## src/rtl/core/pps_pkg.sv

```systemverilog
// Shared types and constants for the PPM P6 byte stream parser.
// Used by every module under rtl/core; depends on nothing else.
package pps_pkg;

  // Parser phase, one value per region of the file.
  typedef enum logic [2:0] {
    PH_MAGIC   = 3'd0,
    PH_HEADER  = 3'd1,
    PH_COMMENT = 3'd2,
    PH_TAIL    = 3'd3,
    PH_RASTER  = 3'd4,
    PH_DONE    = 3'd5
  } phase_e;

  // Result kinds.
  localparam logic [1:0] KIND_HEADER    = 2'd0;
  localparam logic [1:0] KIND_RASTER    = 2'd1;
  localparam logic [1:0] KIND_TRUNCATED = 2'd2;

  // Character codes seen in the header.
  localparam logic [7:0] CHR_HASH    = 8'h23;
  localparam logic [7:0] CHR_NEWLINE = 8'h0A;
  localparam logic [7:0] CHR_ZERO    = 8'h30;
  localparam logic [7:0] CHR_NINE    = 8'h39;

  // Channel indices.
  localparam logic [1:0] CHAN_RED  = 2'd0;
  localparam logic [1:0] CHAN_BLUE = 2'd2;

  typedef struct packed {
    logic [7:0] data_byte;
    logic       start_of_file;
    logic       end_of_file;
  } in_item_t;

  typedef struct packed {
    logic [1:0]  kind;
    logic [15:0] image_width;
    logic [15:0] image_height;
    logic [15:0] max_level;
    logic [7:0]  pixel_byte;
    logic [1:0]  channel;
    logic        last;
  } out_item_t;

endpackage

```

## src/rtl/core/ppm_p6_stream_parser.sv

```systemverilog
// Top level of the PPM P6 byte stream parser.
// Depends on pps_pkg, pps_dim_mult, pps_parse and pps_out_buf.
//
//   Port group        Direction  Handshake               Moves
//   in_*              in         in_valid_i / in_stall_o  one file byte item
//   out_*             out        out_valid_o / out_stall_i one result item
//
// One byte item is accepted in every cycle in which in_valid_i is high and
// in_stall_o is low; its result, if any, goes into the output register, or
// into the skid entry while the output register is held. The sustained
// rate is one item per cycle while in_stall_o stays low.
// rst_ni clears all parser state asynchronously; a start_of_file mark on an
// item clears it as well before that byte is parsed.
// in_stall_o rises only when both the output register and the skid entry
// hold results, that is once out_stall_i holds back the output register
// while another result arrives, and it falls in the cycle after the output register is taken.
//
// The raster byte count width*height*3 comes from a registered multiplier that
// tracks the stored width and height; the height is always stored at least
// two items before the header result, so the product is always current.
module ppm_p6_stream_parser
  import pps_pkg::*;
#(
  parameter int DIM_BITS = 16
) (
  input  logic      clk_i,
  input  logic      rst_ni,
  input  logic      in_valid_i,
  output logic      in_stall_o,
  input  in_item_t  in_item_i,
  output logic      out_valid_o,
  input  logic      out_stall_i,
  output out_item_t out_item_o
);

  logic                  accept;
  logic                  buf_full;
  logic                  res_valid;
  out_item_t             res;
  logic [DIM_BITS-1:0]   width;
  logic [DIM_BITS-1:0]   height;
  logic [2*DIM_BITS-1:0] prod;

  // The stall is registered state of the buffer, never a path from out_stall_i.
  assign in_stall_o = buf_full;
  assign accept     = in_valid_i && !buf_full;

  pps_dim_mult #(
    .DIM_BITS (DIM_BITS)
  ) u_dim_mult (
    .clk_i    (clk_i),
    .width_i  (width),
    .height_i (height),
    .prod_o   (prod)
  );

  pps_parse #(
    .DIM_BITS (DIM_BITS)
  ) u_parse (
    .clk_i       (clk_i),
    .rst_ni      (rst_ni),
    .accept_i    (accept),
    .item_i      (in_item_i),
    .prod_i      (prod),
    .width_o     (width),
    .height_o    (height),
    .res_valid_o (res_valid),
    .res_o       (res)
  );

  pps_out_buf u_out_buf (
    .clk_i       (clk_i),
    .rst_ni      (rst_ni),
    .push_i      (res_valid),
    .push_item_i (res),
    .full_o      (buf_full),
    .out_valid_o (out_valid_o),
    .out_stall_i (out_stall_i),
    .out_item_o  (out_item_o)
  );

endmodule

```

## src/rtl/core/pps_dim_mult.sv

```systemverilog
// Registered width times height product for the raster byte count.
// Depends on pps_pkg only for the project convention of a shared import.
module pps_dim_mult
  import pps_pkg::*;
#(
  parameter int DIM_BITS = 16
) (
  input  logic                  clk_i,
  input  logic [DIM_BITS-1:0]   width_i,
  input  logic [DIM_BITS-1:0]   height_i,
  output logic [2*DIM_BITS-1:0] prod_o
);

  logic [2*DIM_BITS-1:0] prod_q;
  logic [2*DIM_BITS-1:0] prod_d;

  // Height is always stored at least two items before the header result is
  // due, so the registered product is always current when it is used.
  assign prod_d = (2*DIM_BITS)'(width_i) * (2*DIM_BITS)'(height_i);

  always_ff @(posedge clk_i) begin
    prod_q <= prod_d;
  end

  assign prod_o = prod_q;

endmodule

```

## src/rtl/core/pps_parse.sv

```systemverilog
// Header scanner and raster counter: all parser state and the result of
// each accepted item. Depends on pps_pkg and on the product from pps_dim_mult.
module pps_parse
  import pps_pkg::*;
#(
  parameter int DIM_BITS = 16
) (
  input  logic                  clk_i,
  input  logic                  rst_ni,
  input  logic                  accept_i,
  input  in_item_t              item_i,
  input  logic [2*DIM_BITS-1:0] prod_i,
  output logic [DIM_BITS-1:0]   width_o,
  output logic [DIM_BITS-1:0]   height_o,
  output logic                  res_valid_o,
  output out_item_t             res_o
);

  localparam int LeftBits = 2*DIM_BITS + 2;

  phase_e                phase_q, phase_d;
  logic                  magic_q, magic_d;
  logic [DIM_BITS-1:0]   acc_q, acc_d;
  logic                  in_num_q, in_num_d;
  logic [1:0]            fields_q, fields_d;
  logic [DIM_BITS-1:0]   width_q, width_d;
  logic [DIM_BITS-1:0]   height_q, height_d;
  logic [DIM_BITS-1:0]   maxval_q, maxval_d;
  logic [LeftBits-1:0]   left_q, left_d;
  logic [1:0]            chan_q, chan_d;

  // Current state as seen by this item: a start mark clears it first.
  phase_e                ph_c;
  logic                  magic_c;
  logic [DIM_BITS-1:0]   acc_c;
  logic                  in_num_c;
  logic [1:0]            fields_c;
  logic [DIM_BITS-1:0]   width_c;
  logic [DIM_BITS-1:0]   height_c;
  logic [DIM_BITS-1:0]   maxval_c;
  logic [LeftBits-1:0]   left_c;
  logic [1:0]            chan_c;

  logic [7:0]            b;
  logic                  is_digit;
  logic                  was_max;
  logic                  header_now;
  logic [LeftBits-1:0]   raster_len;
  logic [DIM_BITS-1:0]   acc_next;

  assign b        = item_i.data_byte;
  assign is_digit = (b >= CHR_ZERO) && (b <= CHR_NINE);
  assign acc_next = DIM_BITS'({acc_c, 3'b000}) + DIM_BITS'({acc_c, 1'b0})
                  + DIM_BITS'(b - CHR_ZERO);
  assign raster_len = LeftBits'({prod_i, 1'b0}) + LeftBits'(prod_i);

  always_comb begin
    ph_c     = phase_q;
    magic_c  = magic_q;
    acc_c    = acc_q;
    in_num_c = in_num_q;
    fields_c = fields_q;
    width_c  = width_q;
    height_c = height_q;
    maxval_c = maxval_q;
    left_c   = left_q;
    chan_c   = chan_q;
    if (item_i.start_of_file) begin
      ph_c     = PH_MAGIC;
      magic_c  = 1'b0;
      acc_c    = '0;
      in_num_c = 1'b0;
      fields_c = 2'd0;
      width_c  = '0;
      height_c = '0;
      maxval_c = '0;
      left_c   = '0;
      chan_c   = CHAN_RED;
    end
  end

  always_comb begin
    phase_d    = ph_c;
    magic_d    = magic_c;
    acc_d      = acc_c;
    in_num_d   = in_num_c;
    fields_d   = fields_c;
    width_d    = width_c;
    height_d   = height_c;
    maxval_d   = maxval_c;
    left_d     = left_c;
    chan_d     = chan_c;
    was_max    = 1'b0;
    header_now = 1'b0;
    res_valid_o = 1'b0;
    res_o       = '0;

    unique case (ph_c)
      PH_MAGIC: begin
        if (!magic_c) begin
          magic_d = 1'b1;
        end else begin
          phase_d = PH_HEADER;
        end
      end
      PH_HEADER: begin
        if (is_digit) begin
          acc_d    = acc_next;
          in_num_d = 1'b1;
        end else begin
          if (in_num_c) begin
            if (fields_c == 2'd0) begin
              width_d  = acc_c;
              fields_d = 2'd1;
            end else if (fields_c == 2'd1) begin
              height_d = acc_c;
              fields_d = 2'd2;
            end else begin
              maxval_d = acc_c;
              was_max  = 1'b1;
            end
            acc_d    = '0;
            in_num_d = 1'b0;
          end
          if (was_max) begin
            if (b == CHR_NEWLINE) begin
              header_now = 1'b1;
            end else begin
              phase_d = PH_TAIL;
            end
          end else if (b == CHR_HASH) begin
            phase_d = PH_COMMENT;
          end
        end
      end
      PH_COMMENT: begin
        if (b == CHR_NEWLINE) begin
          phase_d = PH_HEADER;
        end
      end
      PH_TAIL: begin
        if (b == CHR_NEWLINE) begin
          header_now = 1'b1;
        end
      end
      PH_RASTER: begin
        res_valid_o      = 1'b1;
        res_o.kind       = KIND_RASTER;
        res_o.pixel_byte = b;
        res_o.channel    = chan_c;
        res_o.last       = (left_c == LeftBits'(1));
        left_d           = left_c - LeftBits'(1);
        chan_d           = (chan_c >= CHAN_BLUE) ? CHAN_RED : chan_c + 2'd1;
        if (left_d == '0) begin
          phase_d = PH_DONE;
        end
      end
      default: begin
        phase_d = PH_DONE;
      end
    endcase

    if (header_now) begin
      left_d             = raster_len;
      chan_d             = CHAN_RED;
      phase_d            = (prod_i == '0) ? PH_DONE : PH_RASTER;
      res_valid_o        = 1'b1;
      res_o              = '0;
      res_o.kind         = KIND_HEADER;
      res_o.image_width  = 16'(width_d);
      res_o.image_height = 16'(height_d);
      res_o.max_level    = 16'(maxval_d);
      res_o.last         = (prod_i == '0);
    end

    if (item_i.end_of_file && (phase_d != PH_DONE)) begin
      res_valid_o        = 1'b1;
      res_o              = '0;
      res_o.kind         = KIND_TRUNCATED;
      res_o.image_width  = 16'(width_d);
      res_o.image_height = 16'(height_d);
      res_o.max_level    = 16'(maxval_d);
      res_o.last         = 1'b1;
      phase_d            = PH_DONE;
    end

    if (!accept_i) begin
      res_valid_o = 1'b0;
    end
  end

  always_ff @(posedge clk_i or negedge rst_ni) begin
    if (!rst_ni) begin
      phase_q  <= PH_MAGIC;
      magic_q  <= 1'b0;
      acc_q    <= '0;
      in_num_q <= 1'b0;
      fields_q <= 2'd0;
      width_q  <= '0;
      height_q <= '0;
      maxval_q <= '0;
      left_q   <= '0;
      chan_q   <= CHAN_RED;
    end else if (accept_i) begin
      phase_q  <= phase_d;
      magic_q  <= magic_d;
      acc_q    <= acc_d;
      in_num_q <= in_num_d;
      fields_q <= fields_d;
      width_q  <= width_d;
      height_q <= height_d;
      maxval_q <= maxval_d;
      left_q   <= left_d;
      chan_q   <= chan_d;
    end
  end

  assign width_o  = width_q;
  assign height_o = height_q;

  // The raster phase always has at least one byte still to come.
  a_raster_left : assert property (@(posedge clk_i) disable iff (!rst_ni)
    (phase_q == PH_RASTER) |-> (left_q != '0))
    else $error("raster phase with no bytes left");

  // A truncated result always closes the image.
  a_trunc_last : assert property (@(posedge clk_i) disable iff (!rst_ni)
    (res_valid_o && (res_o.kind == KIND_TRUNCATED)) |-> res_o.last)
    else $error("truncated result without last mark");

  // Once the last result of an image has gone, only a new file restarts work.
  a_last_done : assert property (@(posedge clk_i) disable iff (!rst_ni)
    (res_valid_o && res_o.last) |=> (phase_q == PH_DONE))
    else $error("parser not done after last result");

endmodule

```

## src/rtl/core/pps_out_buf.sv

```systemverilog
// Two-entry result buffer: an output register with a skid entry behind it.
// Depends on pps_pkg for the result item type.
module pps_out_buf
  import pps_pkg::*;
(
  input  logic      clk_i,
  input  logic      rst_ni,
  input  logic      push_i,
  input  out_item_t push_item_i,
  output logic      full_o,
  output logic      out_valid_o,
  input  logic      out_stall_i,
  output out_item_t out_item_o
);

  logic      main_valid_q, main_valid_d;
  logic      skid_valid_q, skid_valid_d;
  out_item_t main_q, main_d;
  out_item_t skid_q, skid_d;
  logic      pop;

  assign pop = main_valid_q && !out_stall_i;

  always_comb begin
    main_valid_d = main_valid_q;
    skid_valid_d = skid_valid_q;
    main_d       = main_q;
    skid_d       = skid_q;
    if (skid_valid_q) begin
      if (pop) begin
        main_d       = skid_q;
        skid_valid_d = 1'b0;
      end
    end else if (push_i) begin
      if (!main_valid_q || pop) begin
        main_d       = push_item_i;
        main_valid_d = 1'b1;
      end else begin
        skid_d       = push_item_i;
        skid_valid_d = 1'b1;
      end
    end else if (pop) begin
      main_valid_d = 1'b0;
    end
  end

  always_ff @(posedge clk_i or negedge rst_ni) begin
    if (!rst_ni) begin
      main_valid_q <= 1'b0;
      skid_valid_q <= 1'b0;
    end else begin
      main_valid_q <= main_valid_d;
      skid_valid_q <= skid_valid_d;
    end
  end

  always_ff @(posedge clk_i) begin
    main_q <= main_d;
    skid_q <= skid_d;
  end

  assign full_o      = skid_valid_q;
  assign out_valid_o = main_valid_q;
  assign out_item_o  = main_q;

  // The skid entry is only ever filled behind a waiting output entry.
  a_skid_behind_main : assert property (@(posedge clk_i) disable iff (!rst_ni)
    skid_valid_q |-> main_valid_q)
    else $error("skid entry holds an item while the output entry is empty");

  // No result arrives while both entries are occupied.
  a_no_push_full : assert property (@(posedge clk_i) disable iff (!rst_ni)
    push_i |-> !skid_valid_q)
    else $error("result pushed into a full buffer");

endmodule
```

## config.mk

```make
export PLATFORM = sky130hd
export DESIGN_NAME = ppm_p6_stream_parser
export DESIGN_NICKNAME = d
export VERILOG_FILES = /design/src/rtl/core/pps_pkg.sv /design/src/rtl/core/ppm_p6_stream_parser.sv /design/src/rtl/core/pps_dim_mult.sv /design/src/rtl/core/pps_parse.sv /design/src/rtl/core/pps_out_buf.sv
export SDC_FILE = /design/constraint.sdc
export NUM_CORES = 1
export LEC_CHECK = 0
export ABC_AREA = 1
export BUFFER_PORTS_ARGS = -buffer_cell sky130_fd_sc_hd__buf_2
export CORE_UTILIZATION = 30
export DETAILED_ROUTE_END_ITERATION = 10
export PLACE_DENSITY = 0.47
export SKIP_CTS_REPAIR_TIMING = 1
export SLEW_MARGIN = 30
export SYNTH_ARGS = -nofsm -noshare
export SYNTH_HDL_FRONTEND = slang
export SYNTH_SLANG_ARGS = --single-unit
```

## constraint.sdc

```tcl
create_clock -name clk_i -period 8 [get_ports clk_i]
set_clock_uncertainty 0.15 [all_clocks]
set_input_delay 1.6 -clock clk_i [delete_from_list [all_inputs] [get_ports clk_i]]
set_output_delay 1.6 -clock clk_i [all_outputs]
set_load 0.005 [all_outputs]
```

==> results.yml <==
die:
  die_h_um: 289
  start_util: 0.305
  rows: 104
  ios: 77
  die-width_um: 289
  core_area_mm2: 0.0811
  die_area_mm2: 0.0836
synth:
  synthCells: 3215
  synth_edf_count: 122
  yosys_most_used_dff: "edfxtp_1"
  synth_top_area_share: 0.168
  yosysTopAreaCell: "fa_1"
  ys_seq_area_frac: 0.284
  yosys_warnings: 0
  syn_area_per_cell_um2: 7.69
  synth-seq-cells: 263
  ys_async_sr_fraction: 0.414
  syn_nets: 3614
  syn_area_mm2: 0.0247
  yosys-top-cells-area: "fa_1 17%, edfxtp_1 15%, nand2_1 12%"
  synth_cell_types: 53
timing:
  min_period_over_period: 0.821
  rsz0062_at_grt: "false"
  finalSetupTns_ps: 0
  setup_viol: 0
  max_freq_ghz: 0.152
  finalHoldViolations: 0
  drv_slew: 0
  period_needed_ps: 6570
  maxSlewHeadroom: 0.356
  worstMarginPinSlew_ps: 966
place:
  gp_congestion: 0.893
  place_area_mm2: 0.0260
  hpwl_um: 54700
  port_buffers: 76
worst_setup_path:
  slowest_delay_ps: 940
  reg2reg_slack_ps: 1430
  crit_fanout: 18
  crit_chain: "nand2_1 > fa_1 > inv_1 > fa_1 > inv_1 > fa_1 > inv_1 > fa_1 > inv_1 > fa_1 > inv_1 > fa_1 > ha_1 > nand2_1 > nor2_1 > inv_1 > o21ai_0 > a21oi_1 > o21ai_0 > a21oi_1 > xor2_1"
  crit_arrival_ps: 6890
  cp.required_ps: 8320
  crit_family: "adder cells"
  cp.buffers_inverters: 6
  worst_path_max_delay_cell: "dfrtp_1"
  end_kind: "register"
  worst_setup_path_start_kind: "register"
  path_class: "reg -> reg"
pwr:
  clockPowerShare: 0.283
  combPwrFrac: 0.354
  p_int_w: 0.00316
  ir_worst_vdd_v: 0.000178
  p_per_area_mw_per_mm2: 194
  power.total_w: 0.00527
  p_sw_frac: 0.401
  power_frac_seq: 0.363
  leakage_nw: 13.3
  switchingPower_w: 0.00211
detailed_routing:
  vias: 20300
  via_per_inst: 4.75
  drc: 0
  wire_per_inst_um: 17.0
  drtIter0Drc: 1231
  ant_nets: 0
  routed_wl_um: 72700
  first_pass_iters: 7
grt:
  grt_start_max_net_pins: 98
  antenna_found_initial: 1
  grt_pass1_wl_um: 116000
  grt_pass1_vias: 20300
  grt_usage: 0.176
  overflow: 0
clocking:
  cts_buffers: 30
  htreeDepth: 1
  cts_tree: "built"
  clk_pin_slew_ps: 60
  clk_path_buf_depth: 3
  root_buffer: "clkbuf_16"
  insertion_delay_ps: 610
  clock_sinks: 263
cells_and_area:
  drive_above_1_share: 0.0643
  fin_area_mm2: 0.0271
  n_antenna_cell: 0
  most-common-layout-cells: "779 x nand2_1, 596 x inv_1, 248 x nor2_1"
  nNetsFinal: 3595
  layout_commonest_cell: "nand2_1"
  area_delta_synth_final_pct: 9.59
run:
  cap_viol_max_count: 0
status:
  status: "finished clean"
hold_path:
  worstHoldPathType: "reg -> reg"
power groups by stage:
stage	clock network, W	registers [W]	logic (W)
finish	0.00149	0.00191	0.00187
global placement	0	0.00194	0.00186
detailed placement	0	0.00194	0.00186
CTS	0.00154	0.00191	0.00187
floorplan	0	0.00190	0.00125
global route	0.00158	0.00195	0.00211
routing by layer:
layer / GRT usage / wire (um) / vias to the layer above
met3: 0.0109 / 2160 / 67
met2: 0.295 / 34200 / 327
met5: 0 / 0 / -
met1: 0.251 / 35200 / 9896
li1: - / - / 10000
met4: 0.0316 / 1090 / 0
final timing paths:
path | from | end | cells after the start
worst max-delay path | u_parse.width_o[13] | u_dim_mult.prod_o[26] | 21
min in group asynchronous | rst_ni | u_parse.acc_q[2] | 1
worst min-delay path | u_parse.maxval_q[7] | u_parse.maxval_q[7] | 2
worst max register to register | u_parse.width_o[13] | u_dim_mult.prod_o[26] | 21
worst min register to register | u_parse.maxval_q[7] | u_parse.maxval_q[7] | 2
max in group asynchronous | rst_ni | u_parse.width_o[12] | 2
logic make-up (layout without fill, tap and decap cells):
logic type | count (synthesis) | count (layout) | synth area share
flops | 263 | 263 | 0.284
buf+inv | 756 | 761 | 0.119
xor+xnor | 60 | 60 | 0.0213
simple gates | 1279 | 1279 | 0.211
fa+ha+maj | 385 | 385 | 0.258
compound gates | 472 | 472 | 0.107
Yosys cell counts (6+ instances only):
cell type    n
dfrtp_1    109
ha_1       177
dfxtp_1     32
buf_1       16
nor2_2      12
fa_1       208
a221oi_1     8
buf_2        6
a21oi_1    138
nand4_1     20
o21a_1      11
nand3_1    162
xnor2_1     14
o21ai_1     11
o211ai_1    28
buf_6       11
a31oi_1     26
nand2_2     12
nand2_1    783
o311ai_0     6
nor2_1     252
inv_1      598
xor2_1      46
nor3_1      12
clkbuf_1   116
edfxtp_1   122
o21ai_0    211
or2_2        9
inv_2        6
registers in the layout, indices dropped and copies added, names as in the netlist, 3 cells and up:
name	count
u_out_buf.out_item_o	61
u_out_buf.skid_q	61
u_parse.left_q	34
u_dim_mult.prod_o	32
u_parse.acc_q	16
u_parse.height_o	16
u_parse.maxval_q	16
u_parse.width_o	16
u_parse.phase_q	3
through the flow:
stage / utilization / std cells / hold slack [ps] / setup slack, ps
after detailed placement: 0.321 / 4224 / 326 / 1470
after floorplan: - / 3215 / 303 / 871
final: 0.334 / 4280 / 340 / 1430
after global routing: 0.334 / 4280 / 354 / 1010
after global placement: 0.321 / 4224 / 321 / 1560
after CTS: 0.334 / 4280 / 342 / 1430
cell type report:
type	instances	area, um2
Clock inverter	18	250
Tap cell	1060	1330
Multi-Input combinational cell	2196	14800
Inverter	606	2280
Clock buffer	38	811
Sequential cell	263	7030
Timing Repair Buffer	99	597
Fill cell	8792	54000
worst register-to-register path, stage by stage (launching register included):
cell and delay (ps):
dfrtp_1 940, nand2_1 200, fa_1 580, inv_1 60
fa_1 530, inv_1 60, fa_1 490, inv_1 50
fa_1 530, inv_1 50, fa_1 470, inv_1 50
fa_1 430, ha_1 380, nand2_1 160, nor2_1 170
inv_1 50, o21ai_0 290, a21oi_1 180, o21ai_0 330
a21oi_1 130, xor2_1 150
Power figures use the tool's default switching activity.
